### src/jacobi_linear_solver_top_defines.svh
// assertion macros used by the solver datapath
`ifndef JACOBI_LINEAR_SOLVER_TOP_DEFINES_SVH
`define JACOBI_LINEAR_SOLVER_TOP_DEFINES_SVH

`ifndef ASSERT_OFF
// property holds at every clock edge outside reset
`define JLS_ASSERT(lbl, prop) \
  lbl: assert property (@(posedge clk) disable iff (rst) prop) \
    else $error("jls check failed");
// antecedent implies consequent in the next cycle
`define JLS_ASSERT_NEXT(lbl, ante, cons) \
  lbl: assert property (@(posedge clk) disable iff (rst) (ante) |=> (cons)) \
    else $error("jls sequence check failed");
`else
`define JLS_ASSERT(lbl, prop)
`define JLS_ASSERT_NEXT(lbl, ante, cons)
`endif

`endif

### src/jls_pkg.sv
`timescale 1ns / 1ps
package jls_pkg;

  localparam int SIZE_N = 64;
  localparam int IDX_W  = 6;
  localparam int ACC_W  = 56;
  localparam int NUM_W  = 57;

  localparam logic [1:0] ACT_LOAD_A = 2'd0;
  localparam logic [1:0] ACT_LOAD_B = 2'd1;
  localparam logic [1:0] ACT_SOLVE  = 2'd2;

  localparam logic [1:0] ST_CONVERGED = 2'd0;
  localparam logic [1:0] ST_LIMIT     = 2'd1;
  localparam logic [1:0] ST_ZERO_DIAG = 2'd2;

  typedef enum logic [3:0] {
    S_IDLE, S_DIAG, S_DIAG_WAIT, S_DIAG_CHK, S_ACC, S_DRAIN1, S_DRAIN2,
    S_DIV_START, S_DIV_WAIT, S_SWEEP_END, S_EMIT_RD, S_EMIT_LD
  } state_t;

  typedef enum logic [3:0] {
    OP_NONE, OP_LOAD_A, OP_LOAD_B, OP_CLEAR, OP_DIAG_RD, OP_ACC,
    OP_DIV_START, OP_WRITE, OP_SWEEP_END, OP_EMIT_RD, OP_EMIT_LD
  } dp_op_t;

  typedef struct packed {
    dp_op_t           op;
    logic [IDX_W-1:0] i;
    logic [IDX_W-1:0] j;
    logic [1:0]       status;
    logic [15:0]      iters;
  } cmd_t;

  typedef struct packed {
    logic zero_diag;
    logic div_done;
    logic big_le_tol;
    logic out_free;
  } sts_t;

endpackage

### src/jls_ctrl.sv
`timescale 1ns / 1ps
module jls_ctrl (
  input  logic                clk,
  input  logic                rst,
  input  logic                in_valid,
  output logic                in_stall,
  input  logic [1:0]          action,
  input  logic [15:0]         max_iterations,
  input  jls_pkg::sts_t       sts,
  output jls_pkg::cmd_t       cmd
);
  import jls_pkg::*;

  localparam logic [IDX_W-1:0] LAST_IDX = IDX_W'(SIZE_N - 1);

  state_t           state, state_next;
  logic [IDX_W-1:0] i, i_next;
  logic [IDX_W-1:0] j, j_next;
  logic [15:0]      cnt, cnt_next;
  logic [1:0]       st, st_next;

  always_ff @(posedge clk) begin
    if (rst) begin
      state <= S_IDLE;
      i     <= '0;
      j     <= '0;
      cnt   <= '0;
      st    <= ST_CONVERGED;
    end else begin
      state <= state_next;
      i     <= i_next;
      j     <= j_next;
      cnt   <= cnt_next;
      st    <= st_next;
    end
  end

  always_comb begin
    state_next = state;
    i_next     = i;
    j_next     = j;
    cnt_next   = cnt;
    st_next    = st;
    in_stall   = 1'b1;
    cmd.op     = OP_NONE;
    cmd.i      = i;
    cmd.j      = j;
    cmd.status = st;
    cmd.iters  = cnt;
    case (state)
      S_IDLE: begin
        in_stall = 1'b0;
        if (in_valid) begin
          case (action)
            ACT_LOAD_A: cmd.op = OP_LOAD_A;
            ACT_LOAD_B: cmd.op = OP_LOAD_B;
            ACT_SOLVE: begin
              cmd.op     = OP_CLEAR;
              i_next     = '0;
              cnt_next   = '0;
              state_next = S_DIAG;
            end
            default: cmd.op = OP_NONE;
          endcase
        end
      end
      S_DIAG: begin
        cmd.op = OP_DIAG_RD;
        i_next = i + 1'b1;
        if (i == LAST_IDX) begin
          state_next = S_DIAG_WAIT;
        end
      end
      S_DIAG_WAIT: state_next = S_DIAG_CHK;
      S_DIAG_CHK: begin
        i_next = '0;
        j_next = '0;
        if (sts.zero_diag) begin
          st_next    = ST_ZERO_DIAG;
          state_next = S_EMIT_RD;
        end else if (max_iterations == 16'd0) begin
          st_next    = ST_LIMIT;
          state_next = S_EMIT_RD;
        end else begin
          state_next = S_ACC;
        end
      end
      S_ACC: begin
        cmd.op = OP_ACC;
        j_next = j + 1'b1;
        if (j == LAST_IDX) begin
          state_next = S_DRAIN1;
        end
      end
      S_DRAIN1: state_next = S_DRAIN2;
      S_DRAIN2: state_next = S_DIV_START;
      S_DIV_START: begin
        cmd.op     = OP_DIV_START;
        state_next = S_DIV_WAIT;
      end
      S_DIV_WAIT: begin
        if (sts.div_done) begin
          cmd.op = OP_WRITE;
          i_next = i + 1'b1;
          state_next = (i == LAST_IDX) ? S_SWEEP_END : S_ACC;
        end
      end
      S_SWEEP_END: begin
        cmd.op   = OP_SWEEP_END;
        cnt_next = cnt + 16'd1;
        i_next   = '0;
        if (sts.big_le_tol) begin
          st_next    = ST_CONVERGED;
          state_next = S_EMIT_RD;
        end else if (({1'b0, cnt} + 17'd1) >= {1'b0, max_iterations}) begin
          st_next    = ST_LIMIT;
          state_next = S_EMIT_RD;
        end else begin
          state_next = S_ACC;
        end
      end
      S_EMIT_RD: begin
        if (sts.out_free) begin
          cmd.op     = OP_EMIT_RD;
          state_next = S_EMIT_LD;
        end
      end
      S_EMIT_LD: begin
        cmd.op = OP_EMIT_LD;
        i_next = i + 1'b1;
        state_next = (i == LAST_IDX) ? S_IDLE : S_EMIT_RD;
      end
      default: state_next = S_IDLE;
    endcase
  end

endmodule

### config.mk
export PLATFORM = sky130hd
export DESIGN_NAME = jls_ctrl
export DESIGN_NICKNAME = d
export VERILOG_FILES = /design/src/jacobi_linear_solver_top_defines.svh /design/src/jls_pkg.sv /design/src/jls_ctrl.sv
export SDC_FILE = /design/constraint.sdc
export NUM_CORES = 1
export LEC_CHECK = 0
export CAP_MARGIN = 20
export CORE_MARGIN = 5
export CORE_UTILIZATION = 40
export CTS_CLUSTER_DIAMETER = 100
export CTS_CLUSTER_SIZE = 30
export DETAILED_ROUTE_END_ITERATION = 10
export DONT_BUFFER_PORTS = 1
export PLACE_DENSITY_LB_ADDON = 0.25
export REMOVE_ABC_BUFFERS = 1
export SKIP_CTS_REPAIR_TIMING = 1
export SYNTH_ARGS = -nofsm -noshare
export SYNTH_HDL_FRONTEND = slang
export SYNTH_SLANG_ARGS = --single-unit
### constraint.sdc
create_clock -name clk -period 5 [get_ports clk]
set_input_delay 1 -clock clk [delete_from_list [all_inputs] [get_ports clk]]
set_output_delay 1 -clock clk [all_outputs]
set_load 0.03 [all_outputs]
==> out/results.tsv <==
metric	value	unit
yosys-top-cells-area	dfxtp_1 26%, ha_1 9.7%, nor2_1 7.0%	
crit_slowest_cell	dfxtp_1	
clock_path_buffers	2	
routed_wl	6590	microns
crit_fanout	7	
crit_type	reg -> reg	
cp-end-kind	flip-flop	
synth_area_per_cell	7.53	sq um
ys.flop_type	dfxtp_1	
cp_common_cell	ha_1	
period_share	69.8	%
coreArea	0.00631	sq mm
ios	60	
clockPowerShare	44.6	%
cp_slowest_stage_delay	0.66	ns
worst_slew_pin_slew	0.905	ns
antenna_found_initial	0	
p_leak	1.14	nW
peakVddDrop	0.000167	V
yosys_register_bits	34	
path_cells	ha_1, nand3_1, nor2_2, nand2_1, xnor2_1, ha_1, nand4_1, nor3_1, nor4_1, o311ai_1, o21ai_1, a221oi_1	
grt_setup_unrepaired	no	
final_hold_viol_count	0	
antennaDiodeCount	0	
syn2layout_area_growth	6.57	%
hold_class	reg -> reg	
p_comb_share	13.8	%
clock_skew	0.00476	ns
syn_inst	344	
tns	0	ns
grt_max_degree	31	
netlist.area_leader.share	26.3	%
grt_remaining_overflow	0	
synth-edff-count	0	
setup_ws	1.51	ns
final_nets	381	
die_x	90.4	microns
fin_cells	414	
gp_congestion	0.771	
post-route-drc-count	0	
async_flop_share	0	%
fin_hold_ws	0.657	ns
cp-startpoint	cnt[0]	
max_cap_violations	0	
insertion_delay	0.29	ns
status	finished clean	
cts_root_buffer	clkbuf_8	
gr-usage-all-layers	15.9	%
cts_tree	done	
die_h	90.4	microns
arrival	3.69	ns
hold_path_startpoint	j[4]	
clkSinkCount	34	
switching_share	28.0	%
fmax	0.286	GHz
grt_pass1_wl	10800	microns
r2r_start	cnt[0]	
ant_nets	0	
crit_required	5.20	ns
fin_crit	3.49	ns
yosysWarnings	0	
p_int	0.527	mW
io_buffers	0	
p_seq_share	41.6	%
grt_pass1_vias	2223	
dr_total_vias	2371	
final_max_slew_viol_count	0	
syn_area	0.00259	sq mm
synth_seq_area_share	26.3	%
fp-row-count	29	
final_layout_size_suffix_gt1_share	6.23	%
wl_per_cell	15.9	microns
cts_made_buffers	5	
p_per_area	266	mW/mm^2
design.die.area	0.00818	sq mm
dp_hpwl	4830	microns
setup_violations	0	
drtPass1Iterations	4	
dp_slack	1.52	ns
maxSlewHeadroom	39.0	%
start_util	41.0	%
placed_cells	406	
post-synth-top-area-cell	dfxtp_1	
vias_per_cell	5.73	
synth.distinct_cells	58	
first_iter_violations	86	
h-tree-depth	2	
clk_pin_slew_worst_paths	0.08	ns
switchingPower	0.205	mW
start_kind	flip-flop	
power	0.733	mW
## critical path, delay by kind of cell, from the launching register on
family	cells	cell delay (ns)
xor gates and xnor gates	1	0.17
DFF	1	0.66
AOI/OAI and AO/OA	3	0.95
adders and majority gates	2	0.64
and+or+nand+nor	6	0.99
## final timing paths
path,end,slack (ns),cells past startpoint
setup / recovery,state[1],1.51,12
hold / removal,j[4],0.66,2
hold reg to reg,j[4],0.66,2
setup reg to reg,state[1],1.51,12
## final cells by class
type,count,area (sq um)
Fill cell,669,3550
Multi-Input combinational cell,275,1760
Sequential cell,34,681
Tap cell,77,96.3
Clock buffer,6,82.6
Inverter,20,75.1
Clock inverter,2,60.1
## cell families after synthesis
logic type	after synthesis	share of synthesized area [%]
buffers and inverters	35	5.56
and+or+nand+nor	142	29.3
DFF	34	26.3
xor gates and xnor gates	21	7.11
AOI/OAI and AO/OA	91	21.7
muxes	1	0.387
adders and majority gates	20	9.67
## per-stage QoR
stage / utilization, % / instance area, sq um
2_1_floorplan: - / 2520
3_3_place_gp: 41.4 / 2620
3_5_place_dp: 41.4 / 2620
4_1_cts: 43.7 / 2760
5_1_grt: 43.7 / 2760
6_report: 43.7 / 2760
## power by group through the flow
stage / sequential (mW) / combinational (mW) / clock (mW)
2_1_floorplan: 0.306 / 0.0870 / 0
3_3_place_gp: 0.311 / 0.101 / 0
3_5_place_dp: 0.311 / 0.0999 / 0
4_1_cts: 0.305 / 0.101 / 0.334
5_1_grt: 0.307 / 0.114 / 0.346
6_report: 0.305 / 0.101 / 0.327
## per-layer routing
layer  share of wire, %  GRT usage, %
met4                1.1          4.09
met2                 48          25.6
met5                  0             0
met1                 46          20.3
met3                5.3          5.25
## synthesized netlist by cell type, types with 6 or more instances
library cell and number:
nand3_1 13, xnor2_1 9, dfxtp_1 34, nand4_1 11, a22oi_1 7, nor2_1 48
a21oi_1 32, o21ai_0 22, clkbuf_1 6, ha_1 20, nor3_1 6, nand2_1 24
inv_1 20, xor2_1 12
## flip-flops by register name, indices dropped and copies added (netlist names)
name   count
j          6
st         2
i          6
state      4
cnt       16
## placed cells by master, fill, tap and decap left out, types with 3 or more instances in the layout
cell type  instances
nand3_1           13
nor3_2             3
xnor2_1            9
a21o_1             3
nand2_1           24
inv_1             20
o21ai_0           22
and3_1             4
nor3_1             6
a22oi_1            7
nor2_1            48
nand4_1           11
or3_1              4
a211oi_1           3
nor4_1             5
a21oi_1           32
a311oi_1           3
nand2b_1           3
ha_1              20
xor2_1            12
dfxtp_1           34
clkbuf_8           6
Power figures use the tool's default switching activity.
